## config.mk

```make
export PLATFORM = sky130hd
export DESIGN_NAME = qre_fifo
export DESIGN_NICKNAME = d
export VERILOG_FILES = /design/src/design/qre_pkg.sv /design/src/design/qre_fifo.sv
export SDC_FILE = /design/constraint.sdc
export NUM_CORES = 1
export LEC_CHECK = 0
export ABC_AREA = 0
export BUFFER_PORTS_ARGS = -buffer_cell sky130_fd_sc_hd__buf_4
export CORE_MARGIN = 3
export CORE_UTILIZATION = 55
export DETAILED_ROUTE_END_ITERATION = 7
export GPL_TIMING_DRIVEN = 0
export PLACE_DENSITY_LB_ADDON = 0.3
export SYNTH_ARGS = -nofsm -noshare
export SYNTH_HDL_FRONTEND = slang
export SYNTH_SLANG_ARGS = --single-unit
```

## constraint.sdc

```tcl
create_clock -name clk_i -period 1.7 [get_ports clk_i]
set_input_delay 0.255 -clock clk_i [delete_from_list [all_inputs] [get_ports clk_i]]
set_output_delay 0.255 -clock clk_i [all_outputs]
set_load 0.02 [all_outputs]
```

## src/design/qre_pkg.sv

```systemverilog
`timescale 1ns / 1ps
// ---------------------------------------------------------------------------
// qre_pkg
// shared codes and control types of the quadratic roots and extrema unit
// ---------------------------------------------------------------------------
package qre_pkg;

  // request codes; code 3 is decoded as a cubic request
  typedef enum logic [1:0] {
    REQ_ROOTS  = 2'd0,
    REQ_VERTEX = 2'd1,
    REQ_CUBIC  = 2'd2
  } req_e;

  // result status codes
  typedef enum logic [1:0] {
    ST_OK        = 2'd0,
    ST_NEG_DISC  = 2'd1,
    ST_ZERO_LEAD = 2'd2,
    ST_SAT       = 2'd3
  } status_e;

  // classification that travels with each request
  typedef struct packed {
    req_e kind;
    logic c3_pos;
    logic a_zero;
    logic d_neg;
  } ctl_t;

  // depth of the queue between front and back
  localparam int unsigned QUEUE_DEPTH = 4;

endpackage

```

## src/design/qre_fifo.sv

```systemverilog
`timescale 1ns / 1ps
// ---------------------------------------------------------------------------
// qre_fifo
// short queue that decouples the front from the back
// ---------------------------------------------------------------------------
module qre_fifo #(
  parameter int unsigned DATA_WIDTH = 8
) (
  input  logic                  clk_i,
  input  logic                  rst_ni,
  input  logic                  push_i,
  input  logic [DATA_WIDTH-1:0] data_i,
  input  logic                  pop_i,
  output logic [DATA_WIDTH-1:0] data_o,
  output logic                  full_o,
  output logic                  empty_o
);
  import qre_pkg::*;

  localparam int unsigned PTRW = $clog2(QUEUE_DEPTH);
  localparam int unsigned CNTW = $clog2(QUEUE_DEPTH + 1);

  logic [DATA_WIDTH-1:0] mem_q [QUEUE_DEPTH];
  logic [PTRW-1:0]       wr_q, wr_d, rd_q, rd_d;
  logic [CNTW-1:0]       cnt_q, cnt_d;

  // pointer and fill count
  always_comb begin
    wr_d  = wr_q;
    rd_d  = rd_q;
    cnt_d = cnt_q;
    if (push_i) begin
      wr_d = (wr_q == PTRW'(QUEUE_DEPTH - 1)) ? '0 : wr_q + 1'b1;
    end
    if (pop_i) begin
      rd_d = (rd_q == PTRW'(QUEUE_DEPTH - 1)) ? '0 : rd_q + 1'b1;
    end
    if (push_i && !pop_i) begin
      cnt_d = cnt_q + 1'b1;
    end else if (pop_i && !push_i) begin
      cnt_d = cnt_q - 1'b1;
    end
  end

  always_ff @(posedge clk_i or negedge rst_ni) begin
    if (!rst_ni) begin
      wr_q  <= '0;
      rd_q  <= '0;
      cnt_q <= '0;
    end else begin
      wr_q  <= wr_d;
      rd_q  <= rd_d;
      cnt_q <= cnt_d;
    end
  end

  // entry storage
  always_ff @(posedge clk_i) begin
    if (push_i) begin
      mem_q[wr_q] <= data_i;
    end
  end

  assign data_o  = mem_q[rd_q];
  assign full_o  = cnt_q == CNTW'(QUEUE_DEPTH);
  assign empty_o = cnt_q == '0;

  // queue bookkeeping checks
  a_no_overflow: assert property (@(posedge clk_i) disable iff (!rst_ni)
    push_i |-> !full_o)
    else $error("push into a full queue");
  a_no_underflow: assert property (@(posedge clk_i) disable iff (!rst_ni)
    pop_i |-> !empty_o)
    else $error("pop from an empty queue");
  a_count_track: assert property (@(posedge clk_i) disable iff (!rst_ni)
    (push_i && !pop_i) |=> cnt_q == $past(cnt_q) + 1'b1)
    else $error("fill count lost a push");

endmodule

```

==> metrics.log, run 1 <==
INFO  metric outcome = finished with violations
INFO  metric failed_checks = setup timing
INFO  metric average_cell_area_after_synthesis = 19.9 um2
INFO  metric final_min_period_over_clock_period = 1.08
INFO  metric clockBufferDepth = 2
INFO  metric remaining_drc_errors = 0
INFO  metric gr-max-usage-layer = met2
INFO  metric critical_path.max_stage_delay = 0.52 ns
INFO  metric io_pins = 22
INFO  metric achievable-frequency = 0.546 GHz
INFO  metric power.density = 1610 nW/um2
INFO  metric initial_core_util = 0.606
INFO  metric worst_pin_slew = 0.433 ns
INFO  metric tritoncts.num_buffers = 5
INFO  metric power.sequential.fraction = 0.457
INFO  metric critical_path.most_common_cell = buf_6
INFO  metric p_sw_frac = 0.321
INFO  metric postRouteAntennaNets = 0
INFO  metric die_height = 59.4 um
INFO  metric antenna_cells_inserted = 0
INFO  metric filler_cell_count = 166
INFO  metric routed_via_density = 5.47
INFO  metric timing.clock.skew = 0.00783 ns
INFO  metric leakage = 0.704 nW
INFO  metric num-nets-final = 128
INFO  metric slew_headroom = 0.711
INFO  metric io_buffer_count = 21
INFO  metric timing.critical_path.from_type = flip-flop
INFO  metric cts_root_buf = clkbuf_4
INFO  metric timing.setup.critical_path_class = reg2out
INFO  metric number_of_setup_violations_in_the_final_report = 8
INFO  metric share_clk_of_total_power = 0.147
INFO  metric numClockSinks = 39
INFO  metric globalRouteMet1Util = 0.183
INFO  metric layout_area_growth_over_synthesis = 17.9%
INFO  metric grt_start_max_net_pins = 12
INFO  metric gp_congestion = 0.715
INFO  metric drt_pre_antenna_iters = 4
INFO  metric first_global_vias = 818
INFO  metric grt_first_pass_wirelength = 3.74 mm
INFO  metric detailed_place_hpwl = 1.63 mm
INFO  metric synthesis.yosys.warnings = 0
INFO  metric crit_family = multiplexers
INFO  metric dieArea = 3530 um2
INFO  metric fp.dieW = 59.4 um
INFO  metric finalSetupTns = -0.987 ns
INFO  metric switching_power = 0.957 mW
INFO  metric cts-htree-levels = 2
INFO  metric synth_top_area_frac = 0.612
INFO  metric internal-power = 2.02 mW
INFO  metric category_of_the_worst_setup_path_capture_point = output port
INFO  metric ratio_of_cells_with_drive_above_1_in_the_final_layout = 0.373
INFO  metric synthDominantAreaCellType = edfxtp_1
INFO  metric worstPathMaxFanout = 5
INFO  metric critPathBufInv = 2
INFO  metric postSynthRegisterBits = 39
INFO  metric drt_wl_total = 2.34 mm
INFO  metric groute.layer.met3.usage = 0.0458
INFO  metric data_arrival_critical_path = 1.58 ns
INFO  metric wire_per_inst = 16.7 um
INFO  metric critPathSlowestCell = mux4_2
INFO  metric globalRouteMet2Util = 0.261
INFO  metric globalRoute.totalOverflow = 0
INFO  metric period_needed = 1.83 ns
INFO  metric clkSlewWorstSetupHoldPaths = 0.11 ns
INFO  metric grt_usage = 0.155
INFO  metric synth_area = 1570 um2
INFO  metric rows = 18
INFO  metric rsz0062_at_grt = yes
INFO  metric placeableCoreArea = 2590 um2
INFO  metric cp_cell_sequence = buf_6, mux4_2, buf_6
INFO  metric postSynthNetCount = 98
INFO  metric grt_antenna_before_repair = 0
INFO  metric max-vdd-ir-drop = 1.30 mV
INFO  metric crit_required = 1.44 ns
INFO  metric tritoncts_clock_tree = yes
INFO  metric p_comb_frac = 0.397
INFO  metric initialDrtViolationCount = 17
INFO  metric post-route-worst-setup-slack = -0.132 ns
INFO  metric yosysSeqAreaShare = 0.724
INFO  metric insertion_delay = 0.33 ns
INFO  metric max_cap_violations = 0
INFO  metric hold_path.class = in2reg
INFO  metric vias = 766
INFO  metric netlist_instances = 79
INFO  metric final.hold.worst_slack = 0.116 ns
INFO  metric hold_violation_count_in_the_final_report = 0
INFO  metric synth.lib_cells_used.distinct = 18
INFO  metric timing.final.max_slew_violations = 0
INFO  metric synth_area_leaders = edfxtp_1 61%, mux4_2 11%, dfrtp_1 11%
[per-layer routing]
layer	up-vias	wire length, um	part of all wire
met3	6	121	0.052
met1	382	979	0.42
met2	19	1200	0.51
met4	0	46	0.020
li1	359	-	-
met5	-	0	0
[path summary, 6_finish.rpt]
path                           start          end  slack (ns)  depth (start not counted)
setup / recovery             rd_q[0]    data_o[3]       -0.13                          3
hold / removal             data_i[3]  mem_q[1][3]        0.12                          1
setup reg to reg             wr_q[0]  mem_q[2][1]        0.27                          3
hold reg to reg             cnt_q[2]     cnt_q[2]        0.50                          1
max in group asynchronous     rst_ni     cnt_q[1]        1.33                          2
min in group asynchronous     rst_ni     cnt_q[2]        0.25                          2
[synth_stat cells]
cell type  number
ha_1            6
fa_1            1
nand3_1         1
edfxtp_1       32
mux2_2          3
nor2_1          2
mux4_2          8
dfrtp_1         7
and2_1          4
nor3b_1         1
xnor2_1         1
buf_2           1
nand2_1         1
nor3_1          1
inv_1           5
xor2_1          2
o21ai_0         2
buf_6           1
[layout make-up]
type	count	area, um2	area share
inverter	5	18.8	0.0101
tap	30	37.5	0.0203
sequential	39	1140	0.614
clock buffer	7	45.0	0.0243
clock inverter	1	5.00	0.00270
buffer	2	16.3	0.00878
multi-input combinational	33	399	0.216
timing repair buffer	23	194	0.105
[cells in the final DEF (no fill, tap or decap)]
master         netlist  layout
and2_1               4       4
buf_2                1       1
buf_4                0      17
buf_6                1       6
clkbuf_1             0       2
clkbuf_4             0       5
clkinv_2             0       1
dfrtp_1              7       7
dlygate4sd3_1        0       1
edfxtp_1            32      32
fa_1                 1       1
ha_1                 6       6
inv_1                5       5
mux2_2               3       3
mux4_2               8       8
nand2_1              1       1
nand3_1              1       1
nor2_1               2       2
nor3_1               1       1
nor3b_1              1       1
o21ai_0              2       2
xnor2_1              1       1
xor2_1               2       2
[stage by stage]
stage | total power [mW] | instance area, um2 | cells | utilization | setup WS, ns
after floorplan | 2.12 | 1570 | 79 | - | 0.367
after global placement | 2.46 | 1770 | 130 | 0.682 | 0.194
after detailed placement | 2.50 | 1770 | 130 | 0.682 | 0.110
after CTS | 3.02 | 1850 | 140 | 0.715 | -0.146
after global routing | 3.17 | 1850 | 140 | 0.715 | -0.200
final | 2.98 | 1850 | 140 | 0.715 | -0.132
[power groups by stage]
| stage | clock network, mW | registers (mW) | logic, mW |
|---|---|---|---|
| global placement | 0 | 1.36 | 1.09 |
| finish | 0.437 | 1.36 | 1.18 |
| CTS | 0.447 | 1.36 | 1.20 |
| detailed placement | 0 | 1.38 | 1.12 |
| floorplan | 0 | 1.35 | 0.766 |
| global route | 0.489 | 1.38 | 1.29 |
[worst register-to-register path, cell delays in order, from the launching register on]
cell     delay (ns)
dfrtp_1        0.42
inv_1          0.12
ha_1           0.16
and2_1         0.38
[flip-flops by register name, summed over array words and instances, names as in the netlist]
signal	flops
wr_q	2
mem_q	32
rd_q	2
cnt_q	3
[cells by family after synthesis]
family	after synthesis	synth area share
adders and majority gates	7	0.0606
muxes	11	0.136
AOI/OAI and AO/OA	2	0.00637
DFF	39	0.724
and+or+nand+nor	10	0.0343
buffers and inverters	7	0.0223
xor gates and xnor gates	3	0.0167
[timing repair]
| action | 4_1_cts | 5_1_grt |
|---|---|---|
| gates cloned | 1 | 0 |
| hold buffers | 1 | 0 |
| buffers inserted | 0 | 0 |
| pin swaps | 0 | 0 |
| hold endpoints to repair | 7 | 0 |
| gates resized for setup | 6 | 0 |
| setup endpoints to repair | 8 | 8 |
(Power assumes the default switching activity.)
==> run 2, diff against run 1 <==
--- a/config.mk
+++ b/config.mk
@@ -7,11 +7,12 @@
 export LEC_CHECK = 0
 export ABC_AREA = 0
 export BUFFER_PORTS_ARGS = -buffer_cell sky130_fd_sc_hd__buf_4
-export CORE_MARGIN = 3
+export CORE_MARGIN = 4
 export CORE_UTILIZATION = 55
 export DETAILED_ROUTE_END_ITERATION = 7
 export GPL_TIMING_DRIVEN = 0
 export PLACE_DENSITY_LB_ADDON = 0.3
+export SETUP_SLACK_MARGIN = 0.5
 export SYNTH_ARGS = -nofsm -noshare
 export SYNTH_HDL_FRONTEND = slang
 export SYNTH_SLANG_ARGS = --single-unit
==> run 2 against run 1 <==
The flow still finishes with violations (setup timing); setup slack worse by 0.032 ns; utilization up 3.9 points; first-iteration DRC count grew to 2.7 times the previous value; sequential power up 4%; non-clock buffer count up 6; worst hold slack lost 0.017 ns; combinational power increased by 31%; final area up 11%; critical endpoint is now data_o[7].
==> metrics.log, run 2 (synthesis results as in run 1) <==
INFO  metric grt_usage = 0.164
INFO  metric detailed_place_hpwl = 1.70 mm
INFO  metric numClockSinks = 39
INFO  metric power.density = 1720 nW/um2
INFO  metric dieArea = 3770 um2
INFO  metric p_comb_frac = 0.434
INFO  metric worst_pin_slew = 0.242 ns
INFO  metric outcome = finished with violations
INFO  metric period_needed = 1.86 ns
INFO  metric grt_first_pass_wirelength = 4.00 mm
INFO  metric cts-htree-levels = 2
INFO  metric initial_core_util = 0.574
INFO  metric insertion_delay = 0.35 ns
INFO  metric drt_wl_total = 2.87 mm
INFO  metric largest_reg_flops = 32
INFO  metric timing.final.max_slew_violations = 0
INFO  metric gp_congestion = 0.658
INFO  metric grt_antenna_before_repair = 0
INFO  metric remaining_drc_errors = 0
INFO  metric power.sequential.fraction = 0.397
INFO  metric num-nets-final = 134
INFO  metric drt_pre_antenna_iters = 2
INFO  metric filler_cell_count = 154
INFO  metric p_sw_frac = 0.317
INFO  metric initialDrtViolationCount = 46
INFO  metric registers_with_the_most_flip_flops = mem_q (32), cnt_q (3)
INFO  metric first_global_vias = 826
INFO  metric ratio_of_cells_with_drive_above_1_in_the_final_layout = 0.578
INFO  metric clockBufferDepth = 2
INFO  metric wire_per_inst = 19.5 um
INFO  metric worstPathMaxFanout = 5
INFO  metric grt_start_max_net_pins = 13
INFO  metric failed_checks = setup timing
INFO  metric timing.setup.critical_path_class = reg2out
INFO  metric hold_violation_count_in_the_final_report = 0
INFO  metric share_clk_of_total_power = 0.169
INFO  metric io_buffer_count = 21
INFO  metric finalSetupTns = -1.06 ns
INFO  metric layout_common_cells = 32 x edfxtp_1, 19 x buf_4, 8 x mux4_2, 8 x buf_6
INFO  metric final_min_period_over_clock_period = 1.10
INFO  metric routed_via_density = 5.48
INFO  metric io_pins = 22
INFO  metric post-route-worst-setup-slack = -0.164 ns
INFO  metric data_arrival_critical_path = 1.61 ns
INFO  metric timing.critical_path.from_type = flip-flop
INFO  metric fp.dieW = 61.4 um
INFO  metric hold_path.class = in2reg
INFO  metric placeableCoreArea = 2730 um2
INFO  metric max-vdd-ir-drop = 1.56 mV
INFO  metric tritoncts.num_buffers = 5
INFO  metric slew_headroom = 0.839
INFO  metric achievable-frequency = 0.536 GHz
INFO  metric rsz0062_at_grt = yes
INFO  metric dp_slack = 0.182 ns
INFO  metric layout_area_growth_over_synthesis = 31.2%
INFO  metric clkSlewWorstSetupHoldPaths = 0.12 ns
INFO  metric tritoncts_clock_tree = yes
INFO  metric layout.cells.most_common = edfxtp_1
INFO  metric antenna_cells_inserted = 0
INFO  metric max_cap_violations = 0
INFO  metric rows = 19
INFO  metric cts_root_buf = clkbuf_4
INFO  metric crit_required = 1.44 ns
INFO  metric die_height = 61.4 um
INFO  metric globalRoute.totalOverflow = 0
INFO  metric number_of_setup_violations_in_the_final_report = 8
INFO  metric vias = 806
INFO  metric switching_power = 1.12 mW
INFO  metric timing.clock.skew = 0.0129 ns
INFO  metric postRouteAntennaNets = 0
INFO  metric leakage = 0.773 nW
INFO  metric reg_with_most_ffs = mem_q
INFO  metric internal-power = 2.42 mW
INFO  metric category_of_the_worst_setup_path_capture_point = output port
==> run 2: what timing repair did <==
action                                 4_1_cts  5_1_grt
hold buffers                                 1        0
setup buffers                                1        5
pin swaps                                    5        2
endpoints found under the hold margin        7        0
setup endpoints to repair                   44       29
cloned                                       0        1
resized for setup                           17       14
==> run 2: per-stage QoR <==
step           utilization  total power [mW]  hold slack, ns  instance area [um2]  std cells
2_1_floorplan            -              2.14         -0.0406                 1600         79
3_3_place_gp         0.655              2.48          0.0699                 1790        131
3_5_place_dp         0.655              2.53          0.0754                 1790        131
4_1_cts              0.708              3.29          0.0906                 1940        141
5_1_grt              0.754              3.75          0.0801                 2060        147
6_report             0.754              3.55          0.0988                 2060        147
==> run 2: layout make-up <==
class                           count  area, um2  area share
Buffer                              2       25.0      0.0121
Tap cell                           31       38.8      0.0188
Timing Repair Buffer               29        268       0.130
Multi-Input combinational cell     33        492       0.239
Sequential cell                    39       1140       0.553
Clock inverter                      3       38.8      0.0188
Inverter                            5       21.3      0.0103
Clock buffer                        5       37.5      0.0182
==> run 2: worst paths after layout <==
kind                           start           to  slack [ns]  cells past startpoint
setup / recovery             rd_q[0]    data_o[7]       -0.16                      3
hold / removal             data_i[7]  mem_q[0][7]         0.1                      1
setup reg to reg            cnt_q[0]     cnt_q[2]        0.40                      4
hold reg to reg             cnt_q[2]     cnt_q[2]        0.54                      1
max in group asynchronous     rst_ni     cnt_q[0]        1.31                      2
min in group asynchronous     rst_ni      rd_q[1]        0.24                      2
==> run 2: per-layer routing <==
metal  global-route usage  vias to the layer above  wire, um  part of all wire
li1                     -                      373         -                 -
met2                0.272                       19      1540              0.54
met5                    0                        -         0                 0
met4               0.0909                        0        62             0.022
met3               0.0713                        6       145             0.051
met1                0.176                      408      1120              0.39
==> run 2: worst max-delay path, stage by stage (launching register included) <==
cell,delay [ns]
dfrtp_2,0.44
buf_12,0.14
mux4_2,0.54
buf_6,0.16
==> run 2: power by group through the flow <==
stage,registers [mW],clock network (mW),logic [mW]
3_5_place_dp,1.39,0,1.14
6_report,1.41,0.601,1.54
4_1_cts,1.37,0.608,1.31
2_1_floorplan,1.36,0,0.780
3_3_place_gp,1.37,0,1.11
5_1_grt,1.43,0.659,1.66
==> run 3, diff against run 2 <==
--- a/config.mk
+++ b/config.mk
@@ -11,7 +11,7 @@
 export CORE_UTILIZATION = 55
 export DETAILED_ROUTE_END_ITERATION = 7
 export GPL_TIMING_DRIVEN = 0
-export PLACE_DENSITY_LB_ADDON = 0.3
+export PLACE_DENSITY = 0.77
 export SETUP_SLACK_MARGIN = 0.5
 export SYNTH_ARGS = -nofsm -noshare
 export SYNTH_HDL_FRONTEND = slang
==> run 3 against run 2 <==
The flow still finishes with violations (setup timing); combinational power shrank 7%; wire length decreased by 1.8%; final cell count is 0.68% lower; largest cell class unchanged; critical path depth did not move; utilization shrank 2.7 points; sequential share of layout area up 2.1 points; flip-flop and latch count is the same; count of clock-buffer cells in the layout rose by 3; first-iteration DRC count fell by 30%; register-to-register slack got worse by 0.03 ns.
==> metrics.log, run 3 (synthesis results as in run 1) <==
INFO  metric cts_root_buf = clkbuf_4
INFO  metric grt_first_pass_wirelength = 4.26 mm
INFO  metric final_min_period_over_clock_period = 1.08
INFO  metric cts-htree-levels = 2
INFO  metric groute.layer.met3.usage = 0.0440
INFO  metric data_arrival_critical_path = 1.57 ns
INFO  metric switching_power = 1.08 mW
INFO  metric achievable-frequency = 0.547 GHz
INFO  metric number_of_setup_violations_in_the_final_report = 8
INFO  metric timing.setup.critical_path_class = reg2out
INFO  metric power.density = 1640 nW/um2
INFO  metric layout_common_cells = 32 x edfxtp_1, 22 x buf_4, 8 x mux4_2
INFO  metric timing.clock.skew = 0.00651 ns
INFO  metric internal-power = 2.18 mW
INFO  metric fp.dieW = 61.4 um
INFO  metric detailed_place_hpwl = 1.80 mm
INFO  metric num-nets-final = 133
INFO  metric rsz0062_at_grt = yes
INFO  metric clkSlewWorstSetupHoldPaths = 0.11 ns
INFO  metric initial_core_util = 0.574
INFO  metric p_sw_frac = 0.331
INFO  metric timing.final.max_slew_violations = 0
INFO  metric tritoncts_clock_tree = yes
INFO  metric filler_cell_count = 176
INFO  metric dieArea = 3770 um2
INFO  metric registers_with_the_most_flip_flops = mem_q (32), cnt_q (3)
INFO  metric share_clk_of_total_power = 0.134
INFO  metric io_buffer_count = 21
INFO  metric report.power.total = 3.27 mW
INFO  metric globalRouteMet2Util = 0.290
INFO  metric initialDrtViolationCount = 32
INFO  metric layout.cells.most_common = edfxtp_1
INFO  metric vias = 806
INFO  metric layout_area_growth_over_synthesis = 26.5%
INFO  metric worstPathMaxFanout = 5
INFO  metric gp_congestion = 0.663
INFO  metric failed_checks = setup timing
INFO  metric drt_pre_antenna_iters = 4
INFO  metric hold_violation_count_in_the_final_report = 0
INFO  metric globalRoute.totalOverflow = 0
INFO  metric timing.critical_path.from_type = flip-flop
INFO  metric die_height = 61.4 um
INFO  metric worst_pin_slew = 0.222 ns
INFO  metric outcome = finished with violations
INFO  metric postRouteAntennaNets = 0
INFO  metric slew_headroom = 0.852
INFO  metric placeableCoreArea = 2730 um2
INFO  metric category_of_the_worst_setup_path_capture_point = output port
INFO  metric reg_with_most_ffs = mem_q
INFO  metric grt_antenna_before_repair = 0
INFO  metric ratio_of_cells_with_drive_above_1_in_the_final_layout = 0.557
INFO  metric antenna_cells_inserted = 0
INFO  metric hold_path.class = in2reg
INFO  metric gr-max-usage-layer = met2
INFO  metric finalSetupTns = -0.965 ns
INFO  metric largest_reg_flops = 32
INFO  metric leakage = 0.734 nW
INFO  metric max_cap_violations = 0
INFO  metric power.sequential.fraction = 0.430
INFO  metric timing.reg2reg.setup_slack = 0.37 ns
INFO  metric first_global_vias = 879
INFO  metric crit_required = 1.44 ns
INFO  metric rows = 19
INFO  metric wire_per_inst = 19.3 um
INFO  metric grt_start_max_net_pins = 12
INFO  metric remaining_drc_errors = 0
INFO  metric insertion_delay = 0.33 ns
INFO  metric numClockSinks = 39
INFO  metric p_comb_frac = 0.437
INFO  metric io_pins = 22
INFO  metric globalRouteMet1Util = 0.202
INFO  metric post-route-worst-setup-slack = -0.129 ns
INFO  metric max-vdd-ir-drop = 1.33 mV
INFO  metric grt_usage = 0.170
INFO  metric drt_wl_total = 2.82 mm
INFO  metric routed_via_density = 5.52
INFO  metric period_needed = 1.83 ns
INFO  metric clockBufferDepth = 2
INFO  metric tritoncts.num_buffers = 5
run 3: final cells by class:
type                       instances  area (um2)  area share
sequential                        39        1140       0.574
multi-input combinational         33         488       0.246
timing repair buffer              28         231       0.116
clock buffer                       8        48.8      0.0246
tap                               31        38.8      0.0195
inverter                           5        23.8      0.0120
buffer                             2        16.3     0.00819
run 3: worst paths after layout:
kind	startpoint	cells after the start	end
hold / removal	data_i[2]	1	mem_q[0][2]
setup / recovery	rd_q[0]	3	data_o[4]
min in group asynchronous	rst_ni	2	rd_q[1]
max in group asynchronous	rst_ni	2	cnt_q[0]
setup reg to reg	cnt_q[0]	4	cnt_q[2]
hold reg to reg	cnt_q[2]	1	cnt_q[2]
run 3: critical path, cell delays in order, from the launching register on:
cell     delay [ns]
dfrtp_1        0.41
buf_4          0.17
mux4_2         0.49
buf_4          0.17
run 3: layer usage:
metal / up-vias / wire, um
met5: - / 0
met4: 0 / 48
met3: 5 / 144
met2: 19 / 1570
met1: 413 / 1060
li1: 369 / -
run 3: metrics by stage:
step	area, um2	cells	hold WS, ns	setup slack (ns)	utilization
2_1_floorplan	1600	79	-0.0406	0.367	-
3_3_place_gp	1790	131	0.0703	0.221	0.655
3_5_place_dp	1790	131	0.0740	0.165	0.655
4_1_cts	1940	143	0.106	-0.146	0.709
5_1_grt	1990	146	0.0938	-0.199	0.727
6_report	1990	146	0.115	-0.129	0.727
run 3: power by group through the flow:
stage | logic, mW | registers [mW] | clock network (mW)
after floorplan | 0.780 | 1.36 | 0
after global placement | 1.11 | 1.37 | 0
after detailed placement | 1.17 | 1.39 | 0
after CTS | 1.37 | 1.39 | 0.448
after global routing | 1.55 | 1.42 | 0.497
final | 1.43 | 1.40 | 0.437
run 3: repair_timing:
item	in CTS	in global routing
hold buffers	1	0
pin swaps	3	2
hold endpoints to repair	7	0
endpoints found under the setup margin	44	36
setup buffers	2	3
cloned	1	0
gates resized for setup	22	5
